==> src/hw/rtl/ipd_fd_pkg.sv <==
// Types and character constants for the +IPD frame demultiplexer.
package ipd_fd_pkg;

   localparam int WINDOW_BYTES = 4;

   // "+IPD" as it sits in the window, newest byte lowest
   localparam logic [31:0] PREFIX_HEAD = 32'h2B49_5044;
   localparam logic [7:0]  PREFIX_TAIL = 8'h2C;   // ','
   localparam logic [7:0]  COLON_CHAR  = 8'h3A;   // ':'
   localparam logic [7:0]  DIGIT_ZERO  = 8'h30;   // '0'
   localparam logic [7:0]  DIGIT_NINE  = 8'h39;   // '9'

   localparam int PLEN_BITS = 16;

   typedef enum logic [1:0] {
      ROUTE_TEXT    = 2'd0,
      ROUTE_PAYLOAD = 2'd1,
      ROUTE_HEADER  = 2'd2
   } route_type;

   typedef struct packed {
      logic [PLEN_BITS-1:0] payload_length;
      logic                 header_done;
      logic                 payload_last;
      route_type            route;
      logic [7:0]           data_byte;
   } rsp_type;

endpackage

==> src/hw/rtl/ipd_frame_demux_core.sv <==
// Top level of the +IPD frame demultiplexer: header parser, payload counter, output buffer.
//
// Splits a received modem byte stream into response text, "+IPD,<len>:" header bytes
// and payload bytes, one result beat per input beat. A new byte is accepted every clock
// cycle while the skid entry is free; each result is registered before the rsp_ side.
// The parser state (prefix window, length accumulator, payload counter) updates in the
// same cycle the byte is taken, so the per-byte rate is set by that update with one
// constant multiply-add by ten. A result register plus one skid entry decouple the two
// sides: req_tready drops only when both are occupied. The first four prefix bytes pass
// as text, the comma, digits and colon are tagged as header bytes, and a nonzero length
// routes that many following bytes as payload with tlast on the final one. The length
// saturates at 2**LENGTH_BITS-1; digits past MAX_DIGITS are ignored.
module ipd_frame_demux_core
   import ipd_fd_pkg::*;
#(
   parameter int MAX_DIGITS  = 15,
   parameter int LENGTH_BITS = 16
) (
   input  logic        clock,
   input  logic        reset,
   input  logic        req_tvalid,
   output logic        req_tready,
   input  logic [7:0]  req_tdata,   // [7:0] rx_byte
   output logic        rsp_tvalid,
   input  logic        rsp_tready,
   output logic [23:0] rsp_tdata,   // [7:0] data_byte, [23:8] payload_length
   output logic [2:0]  rsp_tuser,   // [1:0] route, [2] header_done
   output logic        rsp_tlast    // payload_last
);

   localparam int DCNT_W = $clog2(MAX_DIGITS + 1);
   localparam int MAC_W  = LENGTH_BITS + 4;

   logic [31:0]            window_ff, window_in;
   logic [2:0]             fill_ff, fill_in;
   logic                   in_len_ff, in_len_in;
   logic [DCNT_W-1:0]      digit_cnt_ff, digit_cnt_in;
   logic [LENGTH_BITS-1:0] length_ff, length_in;
   logic                   pay_active_ff, pay_active_in;
   logic [LENGTH_BITS-1:0] remain_ff, remain_in;

   rsp_type out_ff, out_in;
   logic    out_valid_ff, out_valid_in;
   rsp_type skid_ff, skid_in;
   logic    skid_valid_ff, skid_valid_in;

   rsp_type          result;
   logic             in_take;
   logic             rsp_take;
   logic [MAC_W-1:0] mac_ext;
   logic [MAC_W-1:0] mac;
   logic [3:0]       digit_val;

   assign req_tready = ~skid_valid_ff;
   assign in_take    = req_tvalid & req_tready;
   assign rsp_take   = rsp_tvalid & rsp_tready;

   assign digit_val = 4'(req_tdata - DIGIT_ZERO);
   assign mac_ext   = MAC_W'(length_ff);
   assign mac       = (mac_ext << 3) + (mac_ext << 1) + MAC_W'(digit_val);

   // Parser: one byte in, one result out, next state
   always_comb begin
      window_in     = window_ff;
      fill_in       = fill_ff;
      in_len_in     = in_len_ff;
      digit_cnt_in  = digit_cnt_ff;
      length_in     = length_ff;
      pay_active_in = pay_active_ff;
      remain_in     = remain_ff;

      result                = '0;
      result.data_byte      = req_tdata;
      result.route          = ROUTE_TEXT;

      if (pay_active_ff) begin
         result.route = ROUTE_PAYLOAD;
         if (remain_ff != '0) begin
            remain_in = remain_ff - LENGTH_BITS'(1);
         end
         // last when the count is one, or already zero
         if (remain_ff[LENGTH_BITS-1:1] == '0) begin
            pay_active_in       = 1'b0;
            result.payload_last = 1'b1;
         end
      end else if (in_len_ff) begin
         result.route = ROUTE_HEADER;
         if (req_tdata == COLON_CHAR) begin
            result.header_done    = 1'b1;
            result.payload_length = PLEN_BITS'(length_ff);
            remain_in             = length_ff;
            pay_active_in         = (length_ff != '0);
            in_len_in             = 1'b0;
            window_in             = '0;
            fill_in               = '0;
         end else if (req_tdata inside {[DIGIT_ZERO:DIGIT_NINE]}) begin
            if (digit_cnt_ff < DCNT_W'(MAX_DIGITS)) begin
               // saturate on overflow
               length_in    = (mac[MAC_W-1:LENGTH_BITS] != '0) ? '1
                                                               : mac[LENGTH_BITS-1:0];
               digit_cnt_in = digit_cnt_ff + DCNT_W'(1);
            end
         end else begin
            // abort the header
            in_len_in = 1'b0;
            window_in = '0;
            fill_in   = '0;
         end
      end else begin
         if (fill_ff >= 3'(WINDOW_BYTES) && window_ff == PREFIX_HEAD &&
             req_tdata == PREFIX_TAIL) begin
            result.route = ROUTE_HEADER;
            in_len_in    = 1'b1;
            digit_cnt_in = '0;
            length_in    = '0;
            window_in    = '0;
            fill_in      = '0;
         end else begin
            window_in = {window_ff[23:0], req_tdata};
            if (fill_ff < 3'(WINDOW_BYTES)) begin
               fill_in = fill_ff + 3'd1;
            end
         end
      end
   end

   // Output register with one skid entry
   always_comb begin
      out_in        = out_ff;
      out_valid_in  = out_valid_ff;
      skid_in       = skid_ff;
      skid_valid_in = skid_valid_ff;
      if (!out_valid_ff || rsp_take) begin
         if (skid_valid_ff) begin
            out_in        = skid_ff;
            out_valid_in  = 1'b1;
            skid_valid_in = 1'b0;
         end else begin
            out_in       = result;
            out_valid_in = in_take;
         end
      end else if (in_take) begin
         // hold the new beat behind the stalled one
         skid_in       = result;
         skid_valid_in = 1'b1;
      end
   end

   always_ff @(posedge clock) begin
      if (reset) begin
         window_ff     <= '0;
         fill_ff       <= '0;
         in_len_ff     <= 1'b0;
         digit_cnt_ff  <= '0;
         length_ff     <= '0;
         pay_active_ff <= 1'b0;
         remain_ff     <= '0;
         out_valid_ff  <= 1'b0;
         skid_valid_ff <= 1'b0;
      end else begin
         if (in_take) begin
            window_ff     <= window_in;
            fill_ff       <= fill_in;
            in_len_ff     <= in_len_in;
            digit_cnt_ff  <= digit_cnt_in;
            length_ff     <= length_in;
            pay_active_ff <= pay_active_in;
            remain_ff     <= remain_in;
         end
         out_valid_ff  <= out_valid_in;
         skid_valid_ff <= skid_valid_in;
      end
   end

   always_ff @(posedge clock) begin
      out_ff  <= out_in;
      skid_ff <= skid_in;
   end

   assign rsp_tvalid = out_valid_ff;
   assign rsp_tdata  = {out_ff.payload_length, out_ff.data_byte};
   assign rsp_tuser  = {out_ff.header_done, out_ff.route};
   assign rsp_tlast  = out_ff.payload_last;

`ifndef NO_ASSERTIONS
   a_skid_behind_out: assert property (@(posedge clock) disable iff (reset)
      skid_valid_ff |-> out_valid_ff)
      else $error("skid entry occupied while output register empty");

   a_modes_exclusive: assert property (@(posedge clock) disable iff (reset)
      !(in_len_ff && pay_active_ff))
      else $error("length field and payload active together");

   a_fill_range: assert property (@(posedge clock) disable iff (reset)
      fill_ff <= 3'(WINDOW_BYTES))
      else $error("prefix window fill out of range");

   a_digit_limit: assert property (@(posedge clock) disable iff (reset)
      digit_cnt_ff <= DCNT_W'(MAX_DIGITS))
      else $error("digit count past limit");

   a_hend_is_header: assert property (@(posedge clock) disable iff (reset)
      (out_valid_ff && out_ff.header_done) |-> (out_ff.route == ROUTE_HEADER))
      else $error("header end flagged on a non-header beat");
`endif

endmodule

==> config.mk <==
export PLATFORM = sky130hd
export DESIGN_NAME = ipd_frame_demux_core
export DESIGN_NICKNAME = d
export VERILOG_FILES = /design/src/hw/rtl/ipd_fd_pkg.sv /design/src/hw/rtl/ipd_frame_demux_core.sv
export SDC_FILE = /design/constraint.sdc
export NUM_CORES = 1
export LEC_CHECK = 0
export ABC_CLOCK_PERIOD_IN_PS = 3100
export BUFFER_PORTS_ARGS = -buffer_cell sky130_fd_sc_hd__buf_4
export CORE_MARGIN = 1
export CORE_UTILIZATION = 50
export CTS_CLUSTER_SIZE = 24
export DETAILED_ROUTE_END_ITERATION = 8
export GPL_TIMING_DRIVEN = 0
export PLACE_DENSITY = 0.78
export SETUP_SLACK_MARGIN = 0.2
export SYNTH_ARGS = -nofsm -noshare
export SYNTH_HDL_FRONTEND = slang
export SYNTH_SLANG_ARGS = --single-unit
==> constraint.sdc <==
create_clock -name clock -period 3.1 [get_ports clock]
set_input_delay 0.465 -clock clock [delete_from_list [all_inputs] [get_ports clock]]
set_output_delay 0.465 -clock clock [all_outputs]
set_load 0.02 [all_outputs]
==> results.cfg, run 1 <==
[yosys]
synth.cell_area_sq_mm = 0.00662
synth_cell_types = 66
synth_edf_count = 56
netlist_instances = 674
synth_warnings = 0
synth-async-reset-ratio_pct = 0
yosys_register_bits = 131
syn_nets = 723
synth.avg_cell_area_sq_um = 9.82
synth_flop_cell = dfxtp_1
synth_seq_area_share_pct = 48.1

[routing]
ant_nets = 0
via_count = 5598
wirelength_microns = 16000
viasPerCell = 6.02
first_iter_violations = 478
drc = 0
first_pass_iters = 5
wl_per_cell_microns = 17.2

[setup_path]
slowest_delay_ps = 580
path_buf_inv = 3
r2r-start = length_ff[2]
crit_family = compound AO/OA/AOI/OAI gates
reg2reg_depth = 13
path_max_fanout = 5
crit_path_end_kind = flip-flop
cpMaxStageDelayCell = fa_2
path_cells = fa_2 > inv_2 > fa_2 > nor2b_2 > o211ai_1 > a211o_1 > a211oi_2 > o41ai_2 > a31o_2 > a32oi_4 > buf_12 > buf_8 > nand2_2
reg2reg_slack_ps = -90
crit_type = reg2reg
crit_required_ps = 3400
setup.worst_path.start_class = flip-flop
rr_endpoint = length_ff[10]
crit_path_frequent_cell = fa_2
crit_arrival_ps = 3490

[worst_hold_path]
hold_start = req_tdata[5]
hp-class = in2reg
holdPathEnd = skid_ff[5]
whs_path_depth = 1

[floorplan]
dieHeight_microns = 117
core.rowCount = 41
io_pins = 42
die_x_microns = 117
dieArea_sq_mm = 0.0137
start_util_pct = 51.8
core_area_sq_mm = 0.0128

[power_and_ir_drop]
p_int_mw = 3.21
p_clk_share_pct = 50.1
power_density_mw_per_mm2 = 518
p_sw_share_pct = 22.9
p_leak_nw = 3.18
irDropWorstVdd_v = 0.000380
pwr-share-seq_pct = 44.9
power_switching_mw = 0.949
pwr-share-comb_pct = 5.0

[cells_and_area]
drive_gt1_share_pct = 21.8
antenna_cells = 0
post-route-util_pct = 62.8
nets = 794
layout_common_cells = nand2_1, dfxtp_1, a21oi_1
syn2layout_area_growth_pct = 21.2
layout_commonest_cell = nand2_1
fill_cells = 977

[sta]
fin_crit_ps = 3190
fin_ws_ps = -89.9
slew_headroom_pct = 47.1
worst_pin_slew_ps = 792
fin_crit_sh_pct = 103
timing.fmax_mhz = 313
setup_viol = 16
setup_tns_ps = -1250
rsz0062_at_grt = true
finClkSkew_ps = 7.46
hold_viol_final = 0
drv_slew = 0
fin_hold_ws_ps = 247

[status]
violations = negative setup slack
outcome = finished with violations

[cts]
cts.reportedPaths.clkPinSlew_ps = 60
cts.sinks = 131
cts_hold_buf = 0
tritoncts = yes
clk_latency_ps = 420
root_buffer = clkbuf_16
clk_path_buf_depth = 2
htreeDepth = 4
cts_made_buffers = 17

[global_routing]
grt_max_degree = 32
grt_usage_pct = 24.5
grt-ovfl-total = 0
grt_pass1_vias = 5507
grt_pass1_wl_microns = 25800
antenna_found_initial = 0

[job]
maxCapViolCount = 0

[place]
port_buffers = 40
dpl.hpwl_microns = 11100
gp_congestion = 0.918
-- metal layers --
layer	share of wire [%]	track usage [%]	vias up
met3	6.8	5.15	38
met2	50	43.1	248
met5	0	0	-
li1	-	-	2629
met1	41	28.8	2683
met4	2.1	11.3	0
-- stage by stage --
stage               std cells  instance area (sq um)  total power [mW]  setup WS [ps]
floorplan                 674                   6630              2.02            114
global placement          886                   7140              2.10           -387
detailed placement        886                   7140              2.11           -428
CTS                       928                   7930              4.17          0.606
global route              930                   8020              4.27           -174
finish                    930                   8020              4.15          -89.9
-- layout make-up --
type                            instances  area [sq um]  share of cell area [%]
Multi-Input combinational cell        488          3330                    41.5
Sequential cell                       131          3200                    39.9
Clock buffer                           17           425                    5.30
Timing Repair Buffer                   52           418                    5.21
Tap cell                              172           215                    2.68
Clock inverter                         15           196                    2.45
Buffer                                 37           168                    2.09
Inverter                               18          67.6                   0.842
-- timing repair --
action | CTS | global route
endpoints found under the setup margin | 44 | 16
gates cloned | 1 | 0
gates resized for setup | 25 | 18
pin swaps | 12 | 6
setup buffers | 9 | 2
-- sequential cells by signal, indices dropped and copies added (netlist names) --
signal	count
window_ff	32
rsp_tvalid	1
length_ff	16
rsp_tuser	3
rsp_tdata	24
pay_active_ff	1
skid_ff	28
in_len_ff	1
remain_ff	16
rsp_tlast	1
skid_valid_ff	1
digit_cnt_ff	4
fill_ff	3
-- Yosys cell counts (8+ instances only) --
master | instances | area share [%]
a22oi_1 | 17 | 1.9
nor2_1 | 38 | 2.2
clkbuf_1 | 25 | 1.4
mux2_2 | 22 | 3.7
a21oi_1 | 60 | 4.5
nand2_1 | 83 | 4.7
inv_1 | 17 | 0.96
nor3_1 | 13 | 0.98
ha_1 | 35 | 6.6
dfxtp_1 | 75 | 23
edfxtp_1 | 56 | 25
and2_1 | 16 | 1.5
o21ai_0 | 19 | 1.4
nand3_1 | 49 | 3.7
nor4b_1 | 8 | 1.1
-- worst reg2reg max path: stages (launching register included) --
cell      delay (ps)
dfxtp_4          350
fa_2             580
inv_2             50
fa_2             340
nor2b_2          140
o211ai_1         140
a211o_1          360
a211oi_2         250
o41ai_2          100
a31o_2           240
a32oi_4          210
buf_12           160
buf_8            110
nand2_2           40
-- cell families after synthesis --
family,count (synthesis),synth area share [%]
simple gates,259,20.0
compound gates,156,15.6
flops,131,48.1
buf+inv,55,3.50
fa+ha+maj,37,7.22
mux,23,3.89
xor+xnor,13,1.72
-- power groups by stage --
stage	clock [mW]	sequential (mW)	combinational, mW
finish	2.08	1.87	0.207
global route	2.17	1.87	0.224
CTS	2.10	1.87	0.206
detailed placement	0	1.91	0.203
global placement	0	1.90	0.197
floorplan	0	1.93	0.0855
-- worst max-delay path by stage --
| stage | from | endpoint | cells after the start |
|---|---|---|---|
| 2_1_floorplan | req_tdata[3] | length_ff[5] | 11 |
| 3_3_place_gp | req_tdata[2] | length_ff[8] | 14 |
| 3_5_place_dp | req_tdata[2] | length_ff[7] | 14 |
| 4_1_cts | length_ff[0] | length_ff[5] | 13 |
| 5_1_grt | length_ff[1] | length_ff[11] | 14 |
| 6_report | length_ff[2] | length_ff[10] | 13 |
(Power assumes the default switching activity.)
==> inputs of run 2 (changes only) <==
- CORE_ASPECT_RATIO: not set -> 0.6
==> results.cfg, run 2 (synthesized netlist as in run 1, its figures left out) <==
[setup_path]
setup.worst_path.start_class = flip-flop
cp.depth = 12
path_buf_inv = 2
crit_required_ps = 3400
crit_arrival_ps = 3520
path_cells = fa_1 > inv_1 > fa_2 > nor2b_2 > o211ai_1 > a211o_1 > a211oi_2 > o41ai_1 > a31o_2 > a32oi_4 > buf_6 > nand2_1
cpMaxStageDelayCell = fa_1
crit_type = reg2reg
crit_path_end_kind = flip-flop
crit_family = compound AO/OA/AOI/OAI gates
reg2reg_depth = 12
slowest_delay_ps = 510
path_max_fanout = 5
r2r-start = length_ff[0]
reg2reg_slack_ps = -120
rr_endpoint = length_ff[6]

[global_routing]
grt_usage_pct = 26.2
antenna_found_initial = 0
grt_pass1_vias = 5183
grt_max_degree = 32
grt_pass1_wl_microns = 27200
grt-ovfl-total = 0

[sta]
fin_crit_ps = 3220
rsz0062_at_grt = true
setup_viol = 16
fin_ws_ps = -117
fin_crit_sh_pct = 104
setup_tns_ps = -1710
hold_viol_final = 0
slew_headroom_pct = 13.6
timing.fmax_mhz = 311
worst_pin_slew_ps = 1290
drv_slew = 0
finClkSkew_ps = 9.34

[cts]
clk_path_buf_depth = 2
tritoncts = yes
htreeDepth = 4
cts.reportedPaths.clkPinSlew_ps = 60
cts.sinks = 131
cts_hold_buf = 0
cts_made_buffers = 17
root_buffer = clkbuf_16
clk_latency_ps = 420

[status]
outcome = finished with violations
violations = negative setup slack

[place]
gp_congestion = 0.957
dp_cells = 884
dpl.hpwl_microns = 12300
port_buffers = 40

[worst_hold_path]
whs_path_depth = 1
holdPathEnd = skid_ff[7]
hold_start = req_tdata[7]
hp-class = in2reg

[power_and_ir_drop]
p_leak_nw = 3.17
irDropWorstVdd_v = 0.000259
power_density_mw_per_mm2 = 507
p_total_mw = 4.01

[routing]
drc = 0
via_count = 5674
ant_nets = 0
wl_per_cell_microns = 18.8
first_iter_violations = 460
viasPerCell = 6.12
wirelength_microns = 17400
first_pass_iters = 6

[floorplan]
core_area_sq_mm = 0.0129
dieHeight_microns = 91.1
core.rowCount = 32
io_pins = 42
start_util_pct = 51.3
dieArea_sq_mm = 0.0137
die_x_microns = 151

[cells_and_area]
drive_gt1_share_pct = 19.6
antenna_cells = 0
post-route-util_pct = 61.3
largest_reg_flops = 32
layout_common_cells = nand2_1, dfxtp_1, a21oi_1
layoutNonFillerInstCount = 927
largest-register = window_ff
nets = 793
layout_commonest_cell = nand2_1
syn2layout_area_growth_pct = 19.3

[job]
maxCapViolCount = 0
[run 2: where the power goes]
| part | switching, mW | internal (mW) |
|---|---|---|
| clock | 0.804 | 1.13 |
| sequential | 0.0241 | 1.84 |
| combinational | 0.134 | 0.0745 |
| total | 0.961 | 3.05 |
[run 2: what timing repair did]
action,CTS,global route
endpoints found under the setup margin,16,22
gates resized for setup,17,11
setup buffers,6,4
pin swaps,10,7
gates cloned,1,0
[run 2: cell type report]
class	instances	area [sq um]
Buffer	37	168
Clock buffer	18	429
Clock inverter	14	141
Fill cell	1011	4990
Inverter	18	67.6
Multi-Input combinational cell	488	3290
Sequential cell	131	3200
Tap cell	170	213
Timing Repair Buffer	51	390
[run 2: worst max path at each step]
stage | from | end | slack [ps]
2_1_floorplan | req_tdata[3] | length_ff[5] | 110
3_3_place_gp | req_tdata[2] | length_ff[6] | -430
3_5_place_dp | req_tdata[2] | length_ff[12] | -490
4_1_cts | length_ff[0] | length_ff[12] | -100
5_1_grt | length_ff[1] | length_ff[2] | -220
6_report | length_ff[0] | length_ff[6] | -120
[run 2: through the flow]
stage	hold WS, ps	setup slack [ps]	area, sq um
finish	257	-117	7900
global route	239	-220	7900
CTS	239	-101	7820
detailed placement	447	-491	7140
global placement	441	-435	7140
floorplan	427	114	6630
[run 2: layer usage]
| layer | part of all wire [%] | wire (microns) | track usage, % |
|---|---|---|---|
| met3 | 11 | 1970 | 6.03 |
| met4 | 1.4 | 237 | 8.84 |
| met2 | 41 | 7160 | 36.4 |
| met1 | 46 | 8030 | 39.5 |
| met5 | 0 | 0 | 0 |
[run 2: worst register-to-register path, cell delays in order, from the launching register on]
cell	delay (ps)
dfxtp_4	360
fa_1	510
inv_1	70
fa_2	370
nor2b_2	150
o211ai_1	160
a211o_1	390
a211oi_2	210
o41ai_1	100
a31o_2	240
a32oi_4	310
buf_6	180
nand2_1	50
==> inputs of run 3 (changes only) <==
- CAP_MARGIN: not set -> 40
- CORE_ASPECT_RATIO: 0.6 -> 0.75
- PLACE_DENSITY: 0.78 -> 0.71
==> results.cfg, run 3 (synthesized netlist as in run 1, its figures left out) <==
[worst_hold_path]
hp-class = in2reg

[setup_path]
path_cells = fa_1 > inv_1 > fa_2 > nor2b_4 > o211ai_1 > a211o_1 > a211oi_2 > o41ai_2 > a31o_2 > a32oi_4 > buf_6 > nand2_2
slowest_delay_ps = 560
crit_required_ps = 3410
path_max_fanout = 5
crit_path_end_kind = flip-flop
setup.worst_path.start_class = flip-flop
crit_arrival_ps = 3520
cpMaxStageDelayCell = fa_1
crit_type = reg2reg

[cts]
clk_latency_ps = 440
cts.sinks = 131
root_buffer = clkbuf_16
cts_made_buffers = 17
clk_path_buf_depth = 2
cts.reportedPaths.clkPinSlew_ps = 60
tritoncts = yes
htreeDepth = 4

[cells_and_area]
largest-register = window_ff
drive_gt1_share_pct = 21.9
post-route-util_pct = 61.6
syn2layout_area_growth_pct = 20.7
layoutNonFillerInstCount = 932
layout_common_cells = nand2_1, dfxtp_1, a21oi_1
fin_area_sq_mm = 0.00799
antenna_cells = 0
layout_commonest_cell = nand2_1
largest_reg_flops = 32
nets = 797

[power_and_ir_drop]
p_total_mw = 4.05
power_density_mw_per_mm2 = 507
irDropWorstVdd_v = 0.000384
p_leak_nw = 3.19

[sta]
hold_viol_final = 0
slew_headroom_pct = 37.9
timing.fmax_mhz = 311
fin_ws_ps = -115
finClkSkew_ps = 21.7
worst_pin_slew_ps = 923
fin_hold_ws_ps = 243
fin_crit_ps = 3220
setup_viol = 16
drv_slew = 0
fin_crit_sh_pct = 104
rsz0062_at_grt = true

[global_routing]
antenna_found_initial = 0
grt-ovfl-total = 0
grt_pass1_wl_microns = 27900
grt_usage_pct = 27.2
grt_max_degree = 17
grt_pass1_vias = 5152

[floorplan]
core.rowCount = 36
io_pins = 42
dieArea_sq_mm = 0.0137
die_x_microns = 135
dieHeight_microns = 102
start_util_pct = 51.0
core_area_sq_mm = 0.0130

[routing]
viasPerCell = 6.06
wirelength_microns = 17700
ant_nets = 0
first_pass_iters = 6
first_iter_violations = 644
via_count = 5647
drc = 0
wl_per_cell_microns = 19.0

[place]
dpl_cell_area_sq_mm = 0.00717
dp_cells = 887
port_buffers = 40
dpl.hpwl_microns = 12300
gp_congestion = 0.942

[status]
outcome = finished with violations
violations = negative setup slack

[job]
maxCapViolCount = 0
## run 3: changes by cell type in the layout (fill, tap and decap cells not counted), moves of 2 or more
cell,before,now
nand2_1,83,71
nand2_2,1,13
dfxtp_1,69,65
dfxtp_2,3,7
inv_6,9,6
buf_8,0,2
clkinv_2,0,2
## run 3: where the power goes
group	total [mW]	switching, mW	internal [mW]
clock network	1.97	0.785	1.19
registers	1.87	0.0263	1.84
logic	0.212	0.134	0.0771
## run 3: per-layer routing
metal	wire, microns	vias to the layer above	share of wire (%)	global-route usage (%)
li1	-	2641	-	-
met4	317	0	1.8	8.73
met1	8540	2693	48	40.8
met2	7410	279	42	38.0
met5	0	-	0	0
met3	1480	34	8.4	6.66
## run 3: path summary, 6_finish.rpt
kind / start / end / slack [ps] / depth (start not counted)
hold / removal: req_tdata[7] / skid_ff[7] / 240 / 1
setup / recovery: length_ff[2] / length_ff[10] / -120 / 12
hold reg to reg: window_ff[31] / window_ff[31] / 450 / 2
setup reg to reg: length_ff[2] / length_ff[10] / -120 / 12
## run 3: layout make-up
class / instances / area, sq um
Clock buffer: 20 / 468
Timing Repair Buffer: 55 / 435
Sequential cell: 131 / 3200
Clock inverter: 12 / 118
Fill cell: 1052 / 4980
Inverter: 18 / 67.6
Tap cell: 171 / 214
Multi-Input combinational cell: 488 / 3320
Buffer: 37 / 171
## run 3: worst max-delay path: cells and delay by family (launching register included)
family          cells  cell delay (ps)
compound gates      6             1400
buf+inv             2              250
simple gates        2              180
fa+ha+maj           2              930
flops               1              350
## run 3: what timing repair did
item                       in CTS  in global routing
pin swaps                       6                  5
resized for setup              25                 21
hold buffers                    0                  0
setup buffers                   7                  5
setup endpoints to repair      16                 19
cloned                          1                  0
## run 3: per-stage QoR
| stage | worst slack, ps | TNS (ps) |
|---|---|---|
| 6_report | -115 | -1580 |
| 4_1_cts | -87.9 | -1210 |
| 3_3_place_gp | -423 | -6910 |
| 2_1_floorplan | 114 | 0 |
| 5_1_grt | -240 | -3530 |
| 3_5_place_dp | -503 | -7090 |
